==> config.mk <==
export PLATFORM = sky130hd
export DESIGN_NAME = gelu_gradient_unit_core_flat
export DESIGN_NICKNAME = d
export VERILOG_FILES = /design/src/rtl/ggu_pkg.sv /design/src/rtl/ggu_in_if.sv /design/src/rtl/ggu_out_if.sv /design/src/rtl/gelu_gradient_unit_core.sv /design/src/rtl/ggu_deriv.sv /design/src/rtl/ggu_scale.sv /design/src/flat_wrapper.sv
export SDC_FILE = /design/constraint.sdc
export NUM_CORES = 2
export LEC_CHECK = 0
export BUFFER_PORTS_ARGS = -buffer_cell sky130_fd_sc_hd__buf_2
export CAP_MARGIN = 10
export CELL_PAD_IN_SITES_DETAIL_PLACEMENT = 1
export CELL_PAD_IN_SITES_GLOBAL_PLACEMENT = 1
export CORE_MARGIN = 1.5
export CORE_UTILIZATION = 40
export DETAILED_ROUTE_END_ITERATION = 16
export GPL_TIMING_DRIVEN = 1
export PLACE_DENSITY = 0.78
export SKIP_CTS_REPAIR_TIMING = 1
export SLEW_MARGIN = 20
export SYNTH_ARGS = -nofsm -noshare
export SYNTH_HDL_FRONTEND = slang
export SYNTH_SLANG_ARGS = --single-unit
==> constraint.sdc <==
create_clock -name clk_i -period 10.6 [get_ports clk_i]
set_input_delay 1.06 -clock clk_i [delete_from_list [all_inputs] [get_ports clk_i]]
set_output_delay 1.06 -clock clk_i [all_outputs]
set_load 0.1 [all_outputs]
==> src/rtl/ggu_pkg.sv <==
// shared constants, derivative tables and helper functions for the gelu gradient unit
package ggu_pkg;

  // table geometry: 21 knots over |x| = 0 .. 5.0 in steps of 0.25
  localparam int unsigned TBL_IDX_W = 5;
  localparam int unsigned TBL_W     = 17;
  localparam int unsigned LAST_SEG  = 19;

  // derivative and product widths (q.16 domain)
  localparam int unsigned D_W        = 19;
  localparam int unsigned AD_W       = 18;
  localparam int unsigned M_W        = 18;
  localparam int unsigned PROD_SHIFT = 16;

  localparam logic [TBL_W-1:0] ONE_Q16 = 17'd65536;

  // standard normal cdf, unsigned q1.16
  function automatic logic [TBL_W-1:0] cdf_lut(input logic [TBL_IDX_W-1:0] idx);
    logic [TBL_W-1:0] v;
    unique case (idx)
      5'd0:    v = 17'd32768;
      5'd1:    v = 17'd39237;
      5'd2:    v = 17'd45316;
      5'd3:    v = 17'd50684;
      5'd4:    v = 17'd55138;
      5'd5:    v = 17'd58612;
      5'd6:    v = 17'd61158;
      5'd7:    v = 17'd62911;
      5'd8:    v = 17'd64045;
      5'd9:    v = 17'd64735;
      5'd10:   v = 17'd65129;
      5'd11:   v = 17'd65341;
      5'd12:   v = 17'd65448;
      5'd13:   v = 17'd65498;
      5'd14:   v = 17'd65521;
      5'd15:   v = 17'd65530;
      5'd16:   v = 17'd65534;
      5'd17:   v = 17'd65535;
      5'd18:   v = 17'd65536;
      5'd19:   v = 17'd65536;
      5'd20:   v = 17'd65536;
      default: v = 17'd0;
    endcase
    return v;
  endfunction

  // standard normal pdf, unsigned q0.16
  function automatic logic [TBL_W-1:0] pdf_lut(input logic [TBL_IDX_W-1:0] idx);
    logic [TBL_W-1:0] v;
    unique case (idx)
      5'd0:    v = 17'd26145;
      5'd1:    v = 17'd25341;
      5'd2:    v = 17'd23073;
      5'd3:    v = 17'd19735;
      5'd4:    v = 17'd15858;
      5'd5:    v = 17'd11970;
      5'd6:    v = 17'd8488;
      5'd7:    v = 17'd5654;
      5'd8:    v = 17'd3538;
      5'd9:    v = 17'd2080;
      5'd10:   v = 17'd1149;
      5'd11:   v = 17'd596;
      5'd12:   v = 17'd290;
      5'd13:   v = 17'd133;
      5'd14:   v = 17'd57;
      5'd15:   v = 17'd23;
      5'd16:   v = 17'd9;
      5'd17:   v = 17'd3;
      5'd18:   v = 17'd1;
      default: v = 17'd0;
    endcase
    return v;
  endfunction

endpackage

==> src/rtl/ggu_in_if.sv <==
// input channel: activation and upstream gradient with valid/ready
interface ggu_in_if #(
  parameter int unsigned DATA_WIDTH = 16
);
  logic                         valid;
  logic                         ready;
  logic signed [DATA_WIDTH-1:0] activation;
  logic signed [DATA_WIDTH-1:0] upstream_grad;

  modport source (output valid, output activation, output upstream_grad, input ready);
  modport sink   (input valid, input activation, input upstream_grad, output ready);
endinterface

==> src/rtl/ggu_out_if.sv <==
// output channel: input gradient and saturation flag with valid/ready
interface ggu_out_if #(
  parameter int unsigned DATA_WIDTH = 16
);
  logic                         valid;
  logic                         ready;
  logic signed [DATA_WIDTH-1:0] input_grad;
  logic                         saturated;

  modport source (output valid, output input_grad, output saturated, input ready);
  modport sink   (input valid, input input_grad, input saturated, output ready);
endinterface

==> src/rtl/gelu_gradient_unit_core.sv <==
// top level of the gelu gradient unit: derivative pipeline followed by scale pipeline
//
// Streams one element per clock while out_o takes results: each transaction on in_i carries
// an activation x and an upstream gradient dy in signed fixed point (FRAC_BITS fraction
// bits, DATA_WIDTH bits), and the matching transaction on out_o carries dx = dy * gelu'(x),
// rounded to nearest with ties away from zero and clipped to the signed range (saturated
// flags a clip). The result passes through six register stages, and throughput is one
// transaction per cycle while out_o takes results. Stages: table read, interpolation
// multiply, x*phi multiply, derivative combine, gradient multiply, saturation. Each stage
// holds its own valid bit and advances whenever the stage after it has room, so bubbles
// collapse under backpressure and in_i.ready can stay high while a result waits on out_o.
// The derivative uses 21-knot cdf/pdf tables over |x| in [0, 5) with truncated linear
// interpolation; for |x| >= 5 it is 1 for positive and 0 for negative x. There is no state
// beyond the pipeline and nothing to configure.
module gelu_gradient_unit_core #(
  parameter int unsigned DATA_WIDTH = 16,
  parameter int unsigned FRAC_BITS  = 12
) (
  input  logic      clk_i,
  input  logic      rst_ni,
  ggu_in_if.sink    in_i,
  ggu_out_if.source out_o
);

  // handshake between the two pipelines
  logic                     mid_valid;
  logic                     mid_ready;
  logic [ggu_pkg::AD_W-1:0] mid_ad;
  logic [DATA_WIDTH-1:0]    mid_ady;
  logic                     mid_neg;

  // stages 1..4: |G'(x)| in q.16, |dy|, result sign
  ggu_deriv #(
    .DATA_WIDTH (DATA_WIDTH),
    .FRAC_BITS  (FRAC_BITS)
  ) u_deriv (
    .clk_i       (clk_i),
    .rst_ni      (rst_ni),
    .in_valid_i  (in_i.valid),
    .in_ready_o  (in_i.ready),
    .act_i       (in_i.activation),
    .dy_i        (in_i.upstream_grad),
    .out_valid_o (mid_valid),
    .out_ready_i (mid_ready),
    .ad_o        (mid_ad),
    .ady_o       (mid_ady),
    .neg_o       (mid_neg)
  );

  // stages 5..6: rounded product and saturation, output register
  ggu_scale #(
    .DATA_WIDTH (DATA_WIDTH)
  ) u_scale (
    .clk_i       (clk_i),
    .rst_ni      (rst_ni),
    .in_valid_i  (mid_valid),
    .in_ready_o  (mid_ready),
    .ad_i        (mid_ad),
    .ady_i       (mid_ady),
    .neg_i       (mid_neg),
    .out_valid_o (out_o.valid),
    .out_ready_i (out_o.ready),
    .grad_o      (out_o.input_grad),
    .sat_o       (out_o.saturated)
  );

  // transactions in flight, for checking only
  localparam int unsigned DEPTH  = 6;
  localparam int unsigned OCC_W  = 3;
  localparam logic signed [DATA_WIDTH-1:0] GRAD_MAX = {1'b0, {(DATA_WIDTH-1){1'b1}}};
  localparam logic signed [DATA_WIDTH-1:0] GRAD_MIN = {1'b1, {(DATA_WIDTH-1){1'b0}}};

  logic             in_fire, out_fire;
  logic [OCC_W-1:0] occ_d, occ_q;

  assign in_fire  = in_i.valid && in_i.ready;
  assign out_fire = out_o.valid && out_o.ready;

  always_comb begin
    occ_d = occ_q;
    if (in_fire && !out_fire) begin
      occ_d = OCC_W'(occ_q + OCC_W'(1));
    end else if (out_fire && !in_fire) begin
      occ_d = OCC_W'(occ_q - OCC_W'(1));
    end
  end

  always_ff @(posedge clk_i or negedge rst_ni) begin
    if (!rst_ni) begin
      occ_q <= '0;
    end else begin
      occ_q <= occ_d;
    end
  end

  // pipeline never holds more transactions than it has stages
  assert property (@(posedge clk_i) disable iff (!rst_ni) occ_q <= OCC_W'(DEPTH))
    else $error("more transactions in flight than pipeline stages");

  // a result is never presented without a matching accepted input
  assert property (@(posedge clk_i) disable iff (!rst_ni) out_o.valid |-> occ_q != '0)
    else $error("result presented with nothing in flight");

  // a full pipeline stalled at the output must refuse new input
  assert property (@(posedge clk_i) disable iff (!rst_ni)
                   (occ_q == OCC_W'(DEPTH) && !out_o.ready) |-> !in_i.ready)
    else $error("input accepted into a full stalled pipeline");

  // a clipped result sits exactly on a range bound
  assert property (@(posedge clk_i) disable iff (!rst_ni)
                   (out_o.valid && out_o.saturated) |->
                   (out_o.input_grad == GRAD_MAX || out_o.input_grad == GRAD_MIN))
    else $error("saturated result is not a range bound");

  // a zero result is never flagged as clipped
  assert property (@(posedge clk_i) disable iff (!rst_ni)
                   (out_o.valid && out_o.input_grad == '0) |-> !out_o.saturated)
    else $error("zero result flagged as saturated");

endmodule

==> src/rtl/ggu_deriv.sv <==
// four-stage pipeline computing |G'(x)| in q.16, |dy| and the result sign
module ggu_deriv #(
  parameter int unsigned DATA_WIDTH = 16,
  parameter int unsigned FRAC_BITS  = 12
) (
  input  logic                          clk_i,
  input  logic                          rst_ni,
  input  logic                          in_valid_i,
  output logic                          in_ready_o,
  input  logic signed [DATA_WIDTH-1:0]  act_i,
  input  logic signed [DATA_WIDTH-1:0]  dy_i,
  output logic                          out_valid_o,
  input  logic                          out_ready_i,
  output logic [ggu_pkg::AD_W-1:0]      ad_o,
  output logic [DATA_WIDTH-1:0]         ady_o,
  output logic                          neg_o
);

  localparam int unsigned SEG_BITS = FRAC_BITS - 2;
  localparam int unsigned AEXT_W   = (DATA_WIDTH > FRAC_BITS + 3) ? DATA_WIDTH : FRAC_BITS + 3;
  localparam int unsigned TW       = ggu_pkg::TBL_W;
  localparam int unsigned IW       = ggu_pkg::TBL_IDX_W;
  localparam int unsigned DW       = ggu_pkg::D_W;
  localparam int unsigned MPROD_W  = AEXT_W + TW;
  localparam logic [AEXT_W-1:0] LIMIT = AEXT_W'(5) << FRAC_BITS;

  // stage enables, back to front
  logic v1_q, v2_q, v3_q, v4_q;
  logic en1, en2, en3, en4;

  assign en4        = !v4_q || out_ready_i;
  assign en3        = !v3_q || en4;
  assign en2        = !v2_q || en3;
  assign en1        = !v1_q || en2;
  assign in_ready_o = en1;
  assign out_valid_o = v4_q;

  always_ff @(posedge clk_i or negedge rst_ni) begin
    if (!rst_ni) begin
      v1_q <= 1'b0;
      v2_q <= 1'b0;
      v3_q <= 1'b0;
      v4_q <= 1'b0;
    end else begin
      if (en1) v1_q <= in_valid_i;
      if (en2) v2_q <= v1_q;
      if (en3) v3_q <= v2_q;
      if (en4) v4_q <= v3_q;
    end
  end

  // stage 1: magnitude, range check, table reads
  logic [DATA_WIDTH-1:0] a_abs;
  logic [AEXT_W-1:0]     a_ext;
  logic [IW-1:0]         seg_raw, seg, seg_nx;

  assign a_abs   = act_i[DATA_WIDTH-1] ? DATA_WIDTH'(-act_i) : DATA_WIDTH'(act_i);
  assign a_ext   = AEXT_W'(a_abs);
  assign seg_raw = a_ext[SEG_BITS +: IW];
  assign seg     = (seg_raw > IW'(ggu_pkg::LAST_SEG)) ? IW'(ggu_pkg::LAST_SEG) : seg_raw;
  assign seg_nx  = IW'(seg + IW'(1));

  logic                         neg1_q, large1_q;
  logic [AEXT_W-1:0]            a1_q;
  logic [SEG_BITS-1:0]          frac1_q;
  logic [TW-1:0]                plo1_q, phi1_q, glo1_q, ghi1_q;
  logic signed [DATA_WIDTH-1:0] dy1_q;

  always_ff @(posedge clk_i) begin
    if (en1) begin
      neg1_q   <= act_i[DATA_WIDTH-1];
      large1_q <= (a_ext >= LIMIT);
      a1_q     <= a_ext;
      frac1_q  <= a_ext[SEG_BITS-1:0];
      plo1_q   <= ggu_pkg::cdf_lut(seg);
      phi1_q   <= ggu_pkg::cdf_lut(seg_nx);
      glo1_q   <= ggu_pkg::pdf_lut(seg);
      ghi1_q   <= ggu_pkg::pdf_lut(seg_nx);
      dy1_q    <= dy_i;
    end
  end

  // stage 2: linear interpolation, truncated
  logic                    p_rise, g_rise;
  logic [TW-1:0]           p_diff, g_diff, p_step, g_step;
  logic [TW+SEG_BITS-1:0]  p_prod, g_prod;

  assign p_rise = phi1_q >= plo1_q;
  assign g_rise = ghi1_q >= glo1_q;
  assign p_diff = p_rise ? (phi1_q - plo1_q) : (plo1_q - phi1_q);
  assign g_diff = g_rise ? (ghi1_q - glo1_q) : (glo1_q - ghi1_q);
  assign p_prod = (TW + SEG_BITS)'(p_diff) * (TW + SEG_BITS)'(frac1_q);
  assign g_prod = (TW + SEG_BITS)'(g_diff) * (TW + SEG_BITS)'(frac1_q);
  assign p_step = p_prod[SEG_BITS +: TW];
  assign g_step = g_prod[SEG_BITS +: TW];

  logic                         neg2_q, large2_q;
  logic [AEXT_W-1:0]            a2_q;
  logic [TW-1:0]                p2_q, g2_q;
  logic signed [DATA_WIDTH-1:0] dy2_q;

  always_ff @(posedge clk_i) begin
    if (en2) begin
      neg2_q   <= neg1_q;
      large2_q <= large1_q;
      a2_q     <= a1_q;
      p2_q     <= p_rise ? (plo1_q + p_step) : (plo1_q - p_step);
      g2_q     <= g_rise ? (glo1_q + g_step) : (glo1_q - g_step);
      dy2_q    <= dy1_q;
    end
  end

  // stage 3: x * phi(x)
  logic [MPROD_W-1:0] m_prod;

  assign m_prod = MPROD_W'(a2_q) * MPROD_W'(g2_q);

  logic                         neg3_q, large3_q;
  logic [TW-1:0]                p3_q;
  logic [ggu_pkg::M_W-1:0]      m3_q;
  logic signed [DATA_WIDTH-1:0] dy3_q;

  always_ff @(posedge clk_i) begin
    if (en3) begin
      neg3_q   <= neg2_q;
      large3_q <= large2_q;
      p3_q     <= p2_q;
      m3_q     <= m_prod[FRAC_BITS +: ggu_pkg::M_W];
      dy3_q    <= dy2_q;
    end
  end

  // stage 4: combine, take magnitudes and sign
  logic signed [DW-1:0] p_s, m_s, one_s, d_val;
  logic                 d_neg, dy_neg;

  assign p_s   = DW'(p3_q);
  assign m_s   = DW'(m3_q);
  assign one_s = DW'(ggu_pkg::ONE_Q16);

  always_comb begin
    priority if (large3_q) begin
      d_val = neg3_q ? '0 : one_s;
    end else if (neg3_q) begin
      d_val = (one_s - p_s) - m_s;
    end else begin
      d_val = p_s + m_s;
    end
  end

  assign d_neg  = d_val[DW-1];
  assign dy_neg = dy3_q[DATA_WIDTH-1];

  always_ff @(posedge clk_i) begin
    if (en4) begin
      ad_o  <= d_neg ? ggu_pkg::AD_W'(-d_val) : ggu_pkg::AD_W'(d_val);
      ady_o <= dy_neg ? DATA_WIDTH'(-dy3_q) : DATA_WIDTH'(dy3_q);
      neg_o <= d_neg != dy_neg;
    end
  end

endmodule

==> src/rtl/ggu_scale.sv <==
// two-stage pipeline: rounded product |d|*|dy| and signed saturation
module ggu_scale #(
  parameter int unsigned DATA_WIDTH = 16
) (
  input  logic                          clk_i,
  input  logic                          rst_ni,
  input  logic                          in_valid_i,
  output logic                          in_ready_o,
  input  logic [ggu_pkg::AD_W-1:0]      ad_i,
  input  logic [DATA_WIDTH-1:0]         ady_i,
  input  logic                          neg_i,
  output logic                          out_valid_o,
  input  logic                          out_ready_i,
  output logic signed [DATA_WIDTH-1:0]  grad_o,
  output logic                          sat_o
);

  localparam int unsigned PW    = ggu_pkg::AD_W + DATA_WIDTH + 1;
  localparam int unsigned MAG_W = PW - ggu_pkg::PROD_SHIFT;
  localparam logic [MAG_W-1:0] POS_MAX = MAG_W'((64'd1 << (DATA_WIDTH - 1)) - 64'd1);
  localparam logic [MAG_W-1:0] NEG_MAX = MAG_W'(64'd1 << (DATA_WIDTH - 1));
  localparam logic [PW-1:0]    HALF    = PW'(64'd1 << (ggu_pkg::PROD_SHIFT - 1));

  logic v5_q, v6_q;
  logic en5, en6;

  assign en6         = !v6_q || out_ready_i;
  assign en5         = !v5_q || en6;
  assign in_ready_o  = en5;
  assign out_valid_o = v6_q;

  always_ff @(posedge clk_i or negedge rst_ni) begin
    if (!rst_ni) begin
      v5_q <= 1'b0;
      v6_q <= 1'b0;
    end else begin
      if (en5) v5_q <= in_valid_i;
      if (en6) v6_q <= v5_q;
    end
  end

  // stage 5: multiply and round half away from zero on the magnitude
  logic [PW-1:0] prod;

  assign prod = (PW'(ad_i) * PW'(ady_i)) + HALF;

  logic [MAG_W-1:0] mag5_q;
  logic             neg5_q;

  always_ff @(posedge clk_i) begin
    if (en5) begin
      mag5_q <= prod[ggu_pkg::PROD_SHIFT +: MAG_W];
      neg5_q <= neg_i;
    end
  end

  // stage 6: clip to the signed range
  logic             clip;
  logic [MAG_W-1:0] mag_c;

  always_comb begin
    if (neg5_q) begin
      clip  = mag5_q > NEG_MAX;
      mag_c = clip ? NEG_MAX : mag5_q;
    end else begin
      clip  = mag5_q > POS_MAX;
      mag_c = clip ? POS_MAX : mag5_q;
    end
  end

  always_ff @(posedge clk_i) begin
    if (en6) begin
      grad_o <= neg5_q ? DATA_WIDTH'(-mag_c) : DATA_WIDTH'(mag_c);
      sat_o  <= clip;
    end
  end

endmodule
==> src/flat_wrapper.sv <==
// flat-port wrapper written by rule: the top's interface ports become plain ports
module gelu_gradient_unit_core_flat 
#(
  parameter int unsigned DATA_WIDTH = 16,
  parameter int unsigned FRAC_BITS  = 12
)
  (clk_i, rst_ni, in_i_valid, in_i_activation, in_i_upstream_grad, in_i_ready, out_o_valid, out_o_input_grad, out_o_saturated, out_o_ready);
  ggu_in_if #(.DATA_WIDTH(DATA_WIDTH)) in_i_i ();
  ggu_out_if #(.DATA_WIDTH(DATA_WIDTH)) out_o_i ();
  input  logic clk_i;
  input  logic rst_ni;
  input wire logic [$bits(in_i_i.valid)-1:0] in_i_valid;
  input wire logic [$bits(in_i_i.activation)-1:0] in_i_activation;
  input wire logic [$bits(in_i_i.upstream_grad)-1:0] in_i_upstream_grad;
  output wire logic [$bits(in_i_i.ready)-1:0] in_i_ready;
  output wire logic [$bits(out_o_i.valid)-1:0] out_o_valid;
  output wire logic [$bits(out_o_i.input_grad)-1:0] out_o_input_grad;
  output wire logic [$bits(out_o_i.saturated)-1:0] out_o_saturated;
  input wire logic [$bits(out_o_i.ready)-1:0] out_o_ready;
  assign in_i_i.valid = in_i_valid;
  assign in_i_i.activation = in_i_activation;
  assign in_i_i.upstream_grad = in_i_upstream_grad;
  assign in_i_ready = in_i_i.ready;
  assign out_o_valid = out_o_i.valid;
  assign out_o_input_grad = out_o_i.input_grad;
  assign out_o_saturated = out_o_i.saturated;
  assign out_o_i.ready = out_o_ready;
  gelu_gradient_unit_core #(.DATA_WIDTH(DATA_WIDTH), .FRAC_BITS(FRAC_BITS)) u_core (.clk_i(clk_i), .rst_ni(rst_ni), .in_i(in_i_i), .out_o(out_o_i));
endmodule
# After elaboration in Yosys (flattened, before gate mapping)
# Memory sizes are Yosys's and may differ from the RTL's. A register that Yosys moved wholly into a read port is not among the register bits.
# Index checks and enable logic that the tools add are counted.
totals:
  register_bits: 277
  rom_bits: 2048
  input_bits: 36
  output_inout_bits: 19
  word_cells: 92
  mem_count: 4
mem_list:
  columns: ["memory", "words", "width", "rd", "rd_clocked_by_memory_dff", "write_ports", "line_no", "rtl"]
  rows:
  - ["(no name shown)", 32, 17, 1, 1, 0, "ggu_pkg.sv:20", "unique case (idx)"]
  - ["(no name shown)", 32, 17, 1, 1, 0, "ggu_pkg.sv:20", null]
  - ["(no name shown)", 32, 15, 1, 1, 0, "ggu_pkg.sv:50", "unique case (idx)"]
  - ["(no name shown)", 32, 15, 1, 1, 0, "ggu_pkg.sv:50", null]
classes:
  add_sub_neg: 17
  multipliers: 4
  order_cmp: 6
  n_eq_ne: 1
  muxes: 16
  reduce_logical: 12
op_table:
  columns: ["cell", "count"]
  rows:
  - ["subtractor 17 bit", 6]
  - ["2-to-1 mux 17 bit", 5]
  - ["2-to-1 mux 16 bit", 5]
  - ["multiplier 17 x 10 -> 27 bit", 2]
  - ["negator 16 bit", 3]
  - ["2-to-1 mux 19 bit", 2]
  - ["adder 34 x 16 -> 35 bit, second input constant", 1]
  - ["adder 17 bit", 2]
  - ["greater-or-equal comparator 17 bit", 2]
  - ["multiplier 18 x 16 -> 34 bit", 1]
  - ["multiplier 16 x 17 -> 30 bit", 1]
  - ["adder 17 x 18 -> 19 bit", 1]
  - ["greater-than comparator 19 x 15 -> 1 bit, second input constant", 1]
  - ["greater-than comparator 19 x 16 -> 1 bit, second input constant", 1]
  - ["subtractor 18 x 19 -> 19 bit", 1]
  - ["2-to-1 mux 18 bit", 1]
  - ["negator 18 bit", 1]
  - ["subtractor 17 x 17 -> 18 bit, first input constant", 1]
  - ["greater-or-equal comparator 16 x 15 -> 1 bit, second input constant", 1]
  - ["2-to-1 mux 15 bit", 1]
  - ["logical NOT 1 bit", 6]
  - ["logical OR 1 bit", 6]
  - ["adder 5 x 1 -> 5 bit, second input constant", 1]
  - ["greater-than comparator 5 bit, second input constant", 1]
  - ["3 further kinds", 3]

# Depth between registers and ports, before layout
depth:
  depth_word: 7
  ltp_mapped: 50
  mapped_depth_nobuf: 48

# Modules after synthesis
# A second synthesis with hierarchy kept.
hier_totals:
  cells_unflattened: 5127
  hier_area_um2: 47570.6
by_module_without_submodules:
  columns: ["mod", "instances", "cells_per_inst", "area_each_um2", "seq_area_each_um2"]
  rows:
  - ["ggu_deriv", 1, 3879, 36177.2, 7727.4]
  - ["ggu_scale", 1, 1248, 11393.4, 1161.1]

# Worst setup path after synthesis
# Ideal clock, no wire load.
synth_path:
  kind: "flip-flop to flip-flop"
  startpoint: "register u_core.u_deriv.glo1_q[2]"
  endpoint: "register u_core.u_deriv.g2_q[16] (data pin)"
  setup_ns: 0.258
  t_arrival_ns: 10.204
  required_ns: 10.342
  setup_slack_ns: 0.138
  stages_incl_launch_ff: 48
  n_path_buf: 3
  synth_period_minus_slack_ns: 10.462
  path_cell_list: "edfxtp_1 inv_1 ha_1 buf_6 a211oi_2 o221ai_2 a2111oi_4 o21a_1 clkbuf_1 mux2i_1 a21oi_1 o21ai_1 a211oi_1 o21a_1 o211ai_1 nand3_1 a221oi_1 xnor2_1 [... 12 more ...] clkbuf_1 nand2_1 nor2_1 a211o_1 a21o_1 a21o_1 or3_1 a22oi_2 nand3_2 or3_4 o21ai_0 xnor2_1 ha_1 o21ai_0 a21oi_1 nor2_1 a2111o_1 xnor2_1"
synth_via:
  elab_chain_cells: 5
  word_cells_on_any_way: 8
  classes_between: "4 x add/sub; 1 x mul; 1 x order compare; 2 x mux"
synth_rtl:
  columns: ["element", "line_no", "rtl"]
  rows:
  - ["start, declared", "ggu_deriv.sv:66", "logic [TW-1:0] plo1_q, phi1_q, glo1_q, ghi1_q;"]
  - ["subtractor 17 bit / greater-or-equal comparator 17 bit (equally long branches)", "ggu_deriv.sv:91, ggu_deriv.sv:89", null]
  - ["2-to-1 mux 17 bit", "ggu_deriv.sv:91", "assign g_diff = g_rise ? (ghi1_q - glo1_q) : (glo1_q - ghi1_q);"]
  - ["multiplier 17 x 10 -> 27 bit", "ggu_deriv.sv:93", "assign g_prod = (TW + SEG_BITS)'(g_diff) * (TW + SEG_BITS)'(frac1_q);"]
  - ["subtractor 17 bit / adder 17 bit (equally long branches)", "ggu_deriv.sv:108", "g2_q <= g_rise ? (glo1_q + g_step) : (glo1_q - g_step);"]
  - ["2-to-1 mux 17 bit *", "ggu_deriv.sv:108", null]
  - ["end signal, assigned", "ggu_deriv.sv:108", null]
  - ["end, declared", "ggu_deriv.sv:99", "logic [TW-1:0] p2_q, g2_q;"]
# Mark *: on every way between the ends. The rest lies on a longest branch, timed or not.
# A chain may end at the register's enable or synchronous reset.

# Final worst setup path
layout_path:
  startpoint: "register u_core.u_deriv.plo1_q[12]"
  endpoint: "register u_core.u_deriv.p2_q[16] (data pin)"
layout_via:
  elab_chain_cells: 5
  word_cells_on_any_way: 8
  classes_between: "4 x add/sub; 1 x mul; 1 x order compare; 2 x mux"
layout_rtl:
  columns: ["element", "line_no", "rtl"]
  rows:
  - ["start, declared", "ggu_deriv.sv:66", null]
  - ["subtractor 17 bit / greater-or-equal comparator 17 bit (equally long branches)", "ggu_deriv.sv:90, ggu_deriv.sv:88", null]
  - ["2-to-1 mux 17 bit", "ggu_deriv.sv:90", "assign p_diff = p_rise ? (phi1_q - plo1_q) : (plo1_q - phi1_q);"]
  - ["multiplier 17 x 10 -> 27 bit", "ggu_deriv.sv:92", "assign p_prod = (TW + SEG_BITS)'(p_diff) * (TW + SEG_BITS)'(frac1_q);"]
  - ["subtractor 17 bit / adder 17 bit (equally long branches)", "ggu_deriv.sv:107", "p2_q <= p_rise ? (plo1_q + p_step) : (plo1_q - p_step);"]
  - ["2-to-1 mux 17 bit *", "ggu_deriv.sv:107", null]
  - ["end signal, assigned", "ggu_deriv.sv:107", null]
  - ["end, declared", "ggu_deriv.sv:99", null]
# Marks and branches as above.

==> results.yml <==
outcome:
  status: "completed"
setup_path:
  slowest_delay_ns: 0.54
  regToRegSetupSlack_ns: 0.07
  critPathMaxFanout: 5
  crit_top_cell: "fa_1"
  r2r_end: "u_core.u_deriv.p2_q[16]"
  r2r-start: "u_core.u_deriv.plo1_q[12]"
  cp-start-kind: "flop"
  crit_slowest_cell: "fa_1"
  crit_arrival_ns: 10.85
  cp.required_ns: 10.93
  worstSetupEndpoint: "u_core.u_deriv.p2_q[16]"
  ff2ff_path_depth: 45
  startpoint: "u_core.u_deriv.plo1_q[12]"
  endpoint_kind: "flop"
  critPathKind: "flop to flop"
logic_synthesis:
  yosys_warnings: 0
  synth_cell_type_count: 95
  synth.avg_cell_area_um2: 9.27
  synthCells: 4994
  async_flop_share: 0.0202
  yosys_most_used_dff: "edfxtp_1"
  syn_area_um2: 46300
  synth_nets: 6178
  synth.yosys.seq_area_share: 0.192
  ys_seq_elements: 297
  synth_edf_count: 291
detailed_routing:
  vias_per_cell: 5.38
  highest_layer: "met4"
  drtPass1Iterations: 8
  wl_met2_um: 71200
  drt_iter0_drc: 2061
  drc: 0
  wl_per_cell_um: 20.4
  routed-wl-met3_um: 5180
  vias: 36000
  routed_wl_um: 136000
  drtAntennaViolNets: 0
  wl_met1_um: 55200
place:
  place_hpwl_um: 106000
  gp_congestion: 0.899
  place_ws_ns: -0.230
  dp_cells: 6564
  port_buffers: 54
timing:
  setup_viol: 0
  finalHoldViolCount: 0
  slew_headroom: 0.317
  fin_crit_ns: 10.53
  rsz0062_at_grt: "true"
  skew_ns: 0.0249
  max_freq_mhz: 95.0
  tightestPinTransition_ns: 1.02
  fin_crit_sh: 0.993
  postLayoutSetupSlackWorst_ns: 0.0726
  slew_violations: 0
grt:
  grt_pass1_wl_um: 214000
  grt_max_degree: 70
  grt_usage: 0.230
  grt_pass1_vias: 40100
  grt_overflow_total: 0
  antenna_found_initial: 4
clocking:
  clock_latency_ns: 0.59
  cts-root-buf: "clkbuf_16"
  clk_path_buf_depth: 3
  numCtsBuffers: 40
  cts_htree_levels: 2
  path_clk_slew_ns: 0.06
  cts_tree: "built"
  cts.sinks: 297
finish:
  drive_gt1_frac: 0.104
  final_core_util: 0.451
  instances_no_fill: 6680
  num-nets-final: 6317
  layout-area-overhead-vs-synth_pct: 11.7
hold_path:
  hold_path.class: "input port to asynchronous set/reset pin"
floorplanning:
  initial_core_util: 0.404
  top_level_ports: 55
  die-height_um: 343
  die_area_um2: 118000
  core_um2: 115000
  rows: 124
  die_w_um: 343
job:
  maxCapViolations: 0
-- layout by cell type, fill, tap and decap left out, types with 17 or more instances in the layout --
master       n
a211oi_1    21
a21o_1      52
a21oi_1    161
a21oi_2     33
a31oi_1     20
and2_1     349
buf_2       54
buf_4      223
clkbuf_16   41
edfxtp_1   291
fa_1       667
ha_1       451
ha_4        24
inv_1      898
nand2_1    725
nand2b_1    27
nand3_1     45
nand4_1     20
nor2_1     186
nor2b_1     32
nor3_1      69
o211ai_1    20
o21a_1      30
o21ai_0    105
o21bai_1    30
o31ai_1     17
or3_1       20
xnor2_1    144
xor2_1      63
-- synth_stat cells, drive strengths merged, types with 11 or more instances --
library cell  instances  share of area
nor3                 72         0.0080
nand3                48         0.0053
and3                 16         0.0022
inv                 909          0.074
a21o                 52         0.0084
nand4                21         0.0030
xor2                 67          0.013
nor2                193          0.016
nor2b                34         0.0046
clkbuf              174          0.014
edfxtp              291           0.19
a211oi               27         0.0049
nor4                 19         0.0026
a21oi               194          0.021
a31oi                23         0.0031
o21bai               30         0.0049
or3                  22         0.0031
mux2i                13         0.0028
o21a                 32         0.0052
a22oi                11         0.0019
o21ai               124          0.013
xnor2               159          0.030
and2                351          0.048
nand2b               28         0.0038
fa                  669           0.29
nand2               729          0.059
ha                  479           0.13
o211ai               21         0.0037
o31ai                21         0.0040
-- flip-flops by register name (all words and copies together), names as in the netlist, 15 cells and up --
register               flops
u_core.u_deriv.glo1_q     15
u_core.u_deriv.ad_o       18
u_core.u_deriv.p2_q       17
u_core.u_deriv.phi1_q     17
u_core.u_deriv.dy2_q      16
u_core.u_deriv.plo1_q     17
u_core.u_deriv.g2_q       17
u_core.u_deriv.a1_q       16
u_core.u_scale.grad_o     16
u_core.u_deriv.p3_q       17
u_core.u_deriv.a2_q       16
u_core.u_scale.mag5_q     19
u_core.u_deriv.dy1_q      16
u_core.u_deriv.ghi1_q     15
u_core.u_deriv.dy3_q      16
u_core.u_deriv.ady_o      16
u_core.u_deriv.m3_q       18
-- area by class of cell --
| cell class | instances | area, um^2 |
|---|---|---|
| Tap cell | 1512 | 1890 |
| Antenna cell | 3 | 7.51 |
| Fill cell | 13100 | 62800 |
| Clock buffer | 46 | 1040 |
| Sequential cell | 297 | 8890 |
| Inverter | 912 | 3420 |
| Multi-Input combinational cell | 3602 | 34200 |
| Clock inverter | 28 | 239 |
| Timing Repair Buffer | 280 | 2000 |
-- cells by family (layout without fill, tap and decap cells) --
family	Yosys count	after routing	synth area share
and+or+nand+nor	1576	1576	0.162
adders and majority gates	1148	1148	0.419
xor gates and xnor gates	226	226	0.0429
other	0	3	0
muxes	17	17	0.00379
DFF	297	297	0.192
AOI/OAI and AO/OA	635	635	0.0909
buffers and inverters	1095	1266	0.0891
-- stage by stage --
stage	cell area, um^2	hold WS, ns	TNS, ns
after floorplan	46300	0.400	0
after global placement	49200	0.401	0
after detailed placement	49200	0.405	-0.757
after CTS	50500	0.291	-1.11
after global routing	51700	0.303	-1.20
final	51700	0.322	0
-- routing by layer --
layer / track usage / up-vias
met2: 0.419 / 833
met5: 0 / -
met3: 0.0221 / 261
met4: 0.0843 / 0
li1: - / 16200
met1: 0.281 / 18700
-- worst max-delay path, delay by kind of cell, from the launching register on --
kind / cells / cell delay [ns]
buffers and inverters: 7 / 0.73
and+or+nand+nor: 9 / 1.63
xor gates and xnor gates: 6 / 0.91
DFF: 1 / 0.41
adders and majority gates: 8 / 3.21
AOI/OAI and AO/OA: 15 / 3.38
-- how the worst min path moves through the flow --
| stage | slack, ns | from | endpoint |
|---|---|---|---|
| floorplan | 0.40 | u_core.u_deriv.a1_q[10] | u_core.u_deriv.a2_q[10] |
| global placement | 0.40 | u_core.u_deriv.dy1_q[8] | u_core.u_deriv.dy2_q[8] |
| detailed placement | 0.41 | u_core.u_deriv.dy1_q[8] | u_core.u_deriv.dy2_q[8] |
| CTS | 0.29 | rst_ni | u_core.u_deriv.out_valid_o |
| global route | 0.30 | rst_ni | u_core.u_deriv.v3_q |
| finish | 0.32 | rst_ni | u_core.u_deriv.v2_q |
Power is left out: the tool's default activity adds up to more than one toggle a clock period on the data nets, which glitch-free logic cannot reach.
